### src/hw/rtl/cascaded_biquad_equalizer_macros.svh
// Assertion macros used by the equalizer sequencer.
`ifndef CASCADED_BIQUAD_EQUALIZER_MACROS_SVH
`define CASCADED_BIQUAD_EQUALIZER_MACROS_SVH

// Same-cycle implication, checked on every rising edge outside reset.
`define CBEQ_ASSERT_IMP(lbl, ck, rn, ante, cons, msg) \
    lbl: assert property (@(posedge ck) disable iff (!rn) (ante) |-> (cons)) \
        else $error(msg);

// Next-cycle implication, checked on every rising edge outside reset.
`define CBEQ_ASSERT_NXT(lbl, ck, rn, ante, cons, msg) \
    lbl: assert property (@(posedge ck) disable iff (!rn) (ante) |=> (cons)) \
        else $error(msg);

`endif

### src/hw/rtl/cbeq_pkg.sv
// Shared types and constants of the cascaded biquad equalizer.
`default_nettype none

package cbeq_pkg;

    // Default sizes handed to the top level.
    localparam int DEF_BANDS        = 7;
    localparam int DEF_CHANNELS     = 2;
    localparam int DEF_SAMPLE_WIDTH = 24;

    // Field widths of the words on the ports.
    localparam int OP_W    = 2;
    localparam int CH_W    = 1;
    localparam int BAND_W  = 3;
    localparam int IDX_W   = 3;
    localparam int COEF_W  = 32;
    localparam int MASK_W  = 7;
    localparam int STATE_W = 48;

    // Fixed-point layout: coefficients Q6.26, filter state 16 fraction bits.
    localparam int COEF_FRAC  = 26;
    localparam int STATE_FRAC = 16;
    localparam int RND_SHIFT  = COEF_FRAC - STATE_FRAC;
    localparam logic [COEF_W-1:0] COEF_ONE = COEF_W'(1) << COEF_FRAC;

    // Coefficient slots within one band.
    localparam int N_COEF = 5;
    localparam logic [IDX_W-1:0] CI_B0 = IDX_W'(0);
    localparam logic [IDX_W-1:0] CI_B1 = IDX_W'(1);
    localparam logic [IDX_W-1:0] CI_B2 = IDX_W'(2);
    localparam logic [IDX_W-1:0] CI_A1 = IDX_W'(3);
    localparam logic [IDX_W-1:0] CI_A2 = IDX_W'(4);

    // Operation codes of an input word.
    typedef enum logic [OP_W-1:0] {
        OP_FILTER = 2'd0,
        OP_COEF   = 2'd1,
        OP_CLEAR  = 2'd2,
        OP_IGNORE = 2'd3
    } op_t;

    // Sequencer states; the band steps are named after the product formed.
    typedef enum logic [3:0] {
        ST_IDLE,
        ST_SCAN,
        ST_READ,
        ST_MB0,
        ST_MB1,
        ST_MB2,
        ST_MA1,
        ST_MA2,
        ST_WB,
        ST_DONE
    } seq_state_t;

    // Control from the sequencer to the arithmetic datapath.
    typedef struct packed {
        logic       start;
        seq_state_t phase;
    } dp_ctrl_t;

endpackage

`default_nettype wire

### src/hw/rtl/cbeq_dp.sv
// Arithmetic datapath: one shared multiplier walks the five products of a band.
`default_nettype none

module cbeq_dp import cbeq_pkg::*; #(
    parameter int SAMPLE_WIDTH = DEF_SAMPLE_WIDTH
) (
    input  wire logic                           clk,
    input  wire dp_ctrl_t                       ctrl,
    input  wire logic signed [SAMPLE_WIDTH-1:0] sample_in,
    input  wire logic [COEF_W-1:0]              coef,
    input  wire logic [2*STATE_W-1:0]           state_rd,
    output logic      [2*STATE_W-1:0]           state_wr,
    output logic signed [SAMPLE_WIDTH-1:0]      sample_res,
    output logic                                clip
);

    // Product, rounded product, accumulator and band output widths.
    localparam int P_W = COEF_W + SAMPLE_WIDTH;
    localparam int R_W = P_W - RND_SHIFT;
    localparam int A_W = ((R_W > STATE_W) ? R_W : STATE_W) + 2;
    localparam int Y_W = A_W - STATE_FRAC;

    localparam logic signed [P_W-1:0] RND_HALF = P_W'(2 ** (RND_SHIFT - 1));
    localparam logic signed [A_W-1:0] ACC_HALF = A_W'(2 ** (STATE_FRAC - 1));
    localparam logic signed [Y_W-1:0] Y_MAX =
        {{(Y_W - SAMPLE_WIDTH + 1){1'b0}}, {(SAMPLE_WIDTH - 1){1'b1}}};
    localparam logic signed [Y_W-1:0] Y_MIN = ~Y_MAX;
    localparam logic signed [A_W-1:0] S_MAX =
        {{(A_W - STATE_W + 1){1'b0}}, {(STATE_W - 1){1'b1}}};
    localparam logic signed [A_W-1:0] S_MIN = ~S_MAX;

    logic signed [SAMPLE_WIDTH-1:0] x_reg;
    logic signed [SAMPLE_WIDTH-1:0] y_reg;
    logic signed [STATE_W-1:0]      z0_reg;
    logic signed [STATE_W-1:0]      z1_reg;
    logic signed [P_W-1:0]          prod_reg;
    logic signed [A_W-1:0]          t0_reg;
    logic signed [A_W-1:0]          t1_reg;
    logic signed [STATE_W-1:0]      nz0_reg;
    logic                           clip_reg;

    logic signed [SAMPLE_WIDTH-1:0] mul_b;
    logic signed [P_W-1:0]          prod_next;
    logic signed [P_W-1:0]          prod_rnd;
    logic signed [R_W-1:0]          r_val;
    logic signed [A_W-1:0]          r_ext;
    logic signed [A_W-1:0]          acc_rnd;
    logic signed [Y_W-1:0]          y_sh;
    logic signed [SAMPLE_WIDTH-1:0] y_next;
    logic                           y_clip;
    logic signed [A_W-1:0]          t0_next;
    logic signed [A_W-1:0]          diff;
    logic signed [STATE_W-1:0]      nz_sat;

    // The feedback products take the band output, the others the band input.
    assign mul_b     = (ctrl.phase == ST_MA1 || ctrl.phase == ST_MA2) ? y_reg : x_reg;
    assign prod_next = $signed(coef) * mul_b;

    // Round the registered product to the state's 16 fraction bits.
    assign prod_rnd = prod_reg + RND_HALF;
    assign r_val    = $signed(prod_rnd[P_W-1:RND_SHIFT]);
    assign r_ext    = A_W'(r_val);

    // Band output: b0*x + z0, rounded to an integer and saturated.
    always_comb
    begin
        acc_rnd = r_ext + A_W'(z0_reg) + ACC_HALF;
        y_sh    = $signed(acc_rnd[A_W-1:STATE_FRAC]);
        y_clip  = 1'b0;
        if (y_sh > Y_MAX)
        begin
            y_next = Y_MAX[SAMPLE_WIDTH-1:0];
            y_clip = 1'b1;
        end
        else if (y_sh < Y_MIN)
        begin
            y_next = Y_MIN[SAMPLE_WIDTH-1:0];
            y_clip = 1'b1;
        end
        else
        begin
            y_next = y_sh[SAMPLE_WIDTH-1:0];
        end
    end

    assign t0_next = r_ext + A_W'(z1_reg);

    // New state: feed-forward part minus the feedback product, held to 48 bits.
    always_comb
    begin
        diff = ((ctrl.phase == ST_MA2) ? t0_reg : t1_reg) - r_ext;
        if (diff > S_MAX)
        begin
            nz_sat = S_MAX[STATE_W-1:0];
        end
        else if (diff < S_MIN)
        begin
            nz_sat = S_MIN[STATE_W-1:0];
        end
        else
        begin
            nz_sat = diff[STATE_W-1:0];
        end
    end

    // One action per band step; the multiplier is registered every cycle.
    always_ff @(posedge clk)
    begin
        prod_reg <= prod_next;
        if (ctrl.start)
        begin
            x_reg    <= sample_in;
            clip_reg <= 1'b0;
        end
        case (ctrl.phase)
            ST_MB0:
            begin
                z0_reg <= $signed(state_rd[2*STATE_W-1:STATE_W]);
                z1_reg <= $signed(state_rd[STATE_W-1:0]);
            end
            ST_MB1:
            begin
                y_reg    <= y_next;
                clip_reg <= clip_reg | y_clip;
            end
            ST_MB2:
            begin
                t0_reg <= t0_next;
            end
            ST_MA1:
            begin
                t1_reg <= r_ext;
            end
            ST_MA2:
            begin
                nz0_reg <= nz_sat;
            end
            ST_WB:
            begin
                x_reg <= y_reg;
            end
            default:
            begin
            end
        endcase
    end

    assign state_wr   = {nz0_reg, nz_sat};
    assign sample_res = x_reg;
    assign clip       = clip_reg;

endmodule

`default_nettype wire

### config.mk
export PLATFORM = sky130hd
export DESIGN_NAME = cbeq_dp
export DESIGN_NICKNAME = d
export VERILOG_FILES = /design/src/hw/rtl/cascaded_biquad_equalizer_macros.svh /design/src/hw/rtl/cbeq_pkg.sv /design/src/hw/rtl/cbeq_dp.sv
export SDC_FILE = /design/constraint.sdc
export NUM_CORES = 2
export LEC_CHECK = 0
export ABC_AREA = 1
export BUFFER_PORTS_ARGS = -buffer_cell sky130_fd_sc_hd__buf_2
export CAP_MARGIN = 20
export CORE_MARGIN = 10
export CORE_UTILIZATION = 53
export CTS_CLUSTER_SIZE = 40
export DETAILED_ROUTE_END_ITERATION = 16
export GPL_TIMING_DRIVEN = 0
export PLACE_DENSITY = 0.68
export SLEW_MARGIN = 20
export SYNTH_ARGS = -nofsm -noshare
export SYNTH_HDL_FRONTEND = slang
export SYNTH_SLANG_ARGS = --single-unit
### constraint.sdc
create_clock -name clk -period 25.8 [get_ports clk]
set_input_delay 5.16 -clock clk [delete_from_list [all_inputs] [get_ports clk]]
set_output_delay 5.16 -clock clk [all_outputs]
set_load 0.01 [all_outputs]
==> metrics <==
routed len/inst=23.12 µm; slew margin rel.=0.1205; die area=approximately 110000 µm²; minimum clock period=15.39 ns; clk sinks=335; FILL cells=8774; DP Wirelength=152.7 mm; largest net degree at the start of global routing=48; H-tree levels=2; CP peak stage delay=~0.68 ns; global-route wire length before repair=265.5 mm; mux share of post-synthesis cell area=0.005625; Worst EP required=20.64 ns; RSZ-0062 raised after global routing=false; Die Y=326.6 µm; # DRC=0; cts hold-fix bufs=0; Seq/Total Area, Yosys=0.1925; Crit-path slowest cell=clkbuf_1; Core Region=93330 µm²; xor and xnor area share after synthesis=0.03649; count leader, synth=inv_1; Setup Buffers After CTS=0; Detail Route Antenna Nets=0; Tcrit/Tclk final=0.5964; Worst Hold Class=flip-flop to flip-flop; Worst-path clk slew=approximately 0.060 ns; CP Class=input port to output pin; status=completed; setup violators final=0; DIE WIDTH=326.6 µm; I/O Pins=279; antenna violations before repair=2; CTS root buffer=clkbuf_16; Placement Setup Slack=10.59 ns; Worst Setup End Kind=output pin; worst setup margin=10.41 ns; Post-Synth Simple-Gate Area=0.1836; fin util=0.5831; synth top area cells=fa_1 (31%), edfxtp_1 (17%), inv_1 (10%); main combinational cell family by area after synthesis=adder cells; Crit Reg-Reg Startpoint=y_reg[1]$_SDFFCE_PP1P_; crit start category=input port; Post-synth top cells=inv_1 (1326), nand2_1 (1314), fa_1 (784); maxcap violations=0; syn avg cell area=slightly above 8 µm²; share of the synthesized area in the top cell type=0.3150; Synth Cell Area=roughly 50000 µm²; GR Util All Layers=0.3318; min-delay src=z1_reg[0]$_DFFE_PN_; final wirelength=177.6 mm; row count=112; Post-synth ARST share=0; max FFs per register=between 40 and 50; Syn Nets=7337; compound-gate portion of the synthesized area=0.06486; Crit path max-delay family=buffers and inverters; Area Overhead vs Synth=9.213%; port buffer count=274; Fmax=0.06499 GHz; Yosys reg bits=335; drt initial violations=4542; final net count=7678; Adder-Cell Fraction of Synth Area=0.3999; vias per std cell=5.517; register area=9589 µm²; largest area contributor in the netlist=fa_1; final setup TNS=0 ns; layout cells sized above 1=0.08484; most frequent CP cell=nand2_1; Final Hold Viols=0; WP data arrival=10.23 ns; Num CTS Buffers=36; Layout Skew=0.02207 ns; Pins Over Slew Limit=0; CTS tree=done; Post-Syn Instances=between 6000 and 7000; drt pass-1 iters=6; via count=~42000; ys flop type=edfxtp_1; yosys warns=0; Placer Congestion=between 1 and 1.5; Critical Path Fanout Max=47; post-synthesis cell type count=between 60 and 70; Setup crit start=ctrl[2]; Initial Util=0.5339; Worst-Margin Slew=1.319 ns; number of global-route vias before repair=42670; multi-input logic area=34480 µm²; CP Buf/Inv Count=9; Clock Latency Late Sink=slightly below 0.6 ns; global route overflow=0; Longest Clk Path Bufs=3; number of flops mapped to enable cells by yosys=roughly 290; number of gates resized after cts=0
[layout by cell type, fill, tap and decap left out, drive strengths merged, types with 2 or more instances in the layout]
master / instances
dfxtp: 47
nand3: 92
diode: 3
nor3b: 2
o211a: 2
a311oi: 2
mux2: 24
xnor2: 62
a21o: 13
and3: 5
a211oi: 5
nor3: 47
nand3b: 5
or2: 3
clkinv: 24
o31ai: 3
a31oi: 56
fa: 784
nand4: 39
inv: 1362
o21a: 22
a221oi: 5
o21ai: 151
clkinvlp: 2
a21boi: 12
o211ai: 2
a31o: 4
o21bai: 23
bufinv: 3
clkbuf: 162
xor2: 143
nor2: 725
a21oi: 249
nor4: 20
ha: 338
nand2: 1353
edfxtp: 288
o221ai: 4
buf: 335
[worst register-to-register path, delay by kind of cell, from the launching register on]
kind / cells / cell delay, ns
adder cells (fa/ha/maj): 8 / 4.82
buffers and inverters: 5 / 1.86
AND/OR/NAND/NOR: 7 / 1.40
AO/OA/AOI/OAI: 3 / 0.94
flip-flops: 1 / 0.46
[worst paths after layout]
path         slack, ns  depth (start not counted)              endpoint
max              10.41                         25          state_wr[35]
min               0.59                          1   t0_reg[0]$_DFFE_PN_
max reg2reg      16.21                         23  prod_reg[52]$_DFF_P_
min reg2reg       0.59                          1   t0_reg[0]$_DFFE_PN_
[per-stage QoR]
| step | instance area, µm² | hold WS (ns) | std cells |
|---|---|---|---|
| after detailed placement | 53140 | 0.5692 | 7614 |
| after global routing | 54410 | 0.6089 | 7678 |
| after CTS | 54390 | 0.5979 | 7678 |
| after floorplan | 49830 | 0.5258 | 6057 |
| after global placement | 52770 | 0.5717 | 7585 |
| final | 54420 | 0.5940 | 7681 |
[final cells by class]
| type | instances | share of cell area |
|---|---|---|
| flip-flops and latches | 335 | 0.1762 |
| diodes | 3 | 0.0001380 |
| multi-input cells | 4201 | 0.6337 |
| well taps | 1254 | 0.02883 |
| clock inverters | 18 | 0.003679 |
| plain buffers | 148 | 0.01267 |
| clock buffers | 46 | 0.01938 |
| repair buffers | 303 | 0.03072 |
| inverters | 1373 | 0.09471 |
[cells by family after synthesis]
group | count (synthesis)
flip-flops | 335
buffers and inverters | 1521
multiplexers | 25
adder cells (fa/ha/maj) | 1122
AO/OA/AOI/OAI | 557
AND/OR/NAND/NOR | 2292
XOR/XNOR | 205
[metal layers]
| metal | up-vias | GRT usage | wire length, µm |
|---|---|---|---|
| met1 | 20690 | 0.4681 | 75130 |
| met2 | 2201 | 0.4818 | 73230 |
| met4 | 4 | 0.1072 | 7244 |
| li1 | 19110 | - | - |
| met3 | 379 | 0.1043 | 21960 |
| met5 | - | 0 | 25 |
Power is left out: the tool's default activity adds up to more than one toggle a clock period on the data nets, which glitch-free logic cannot reach.
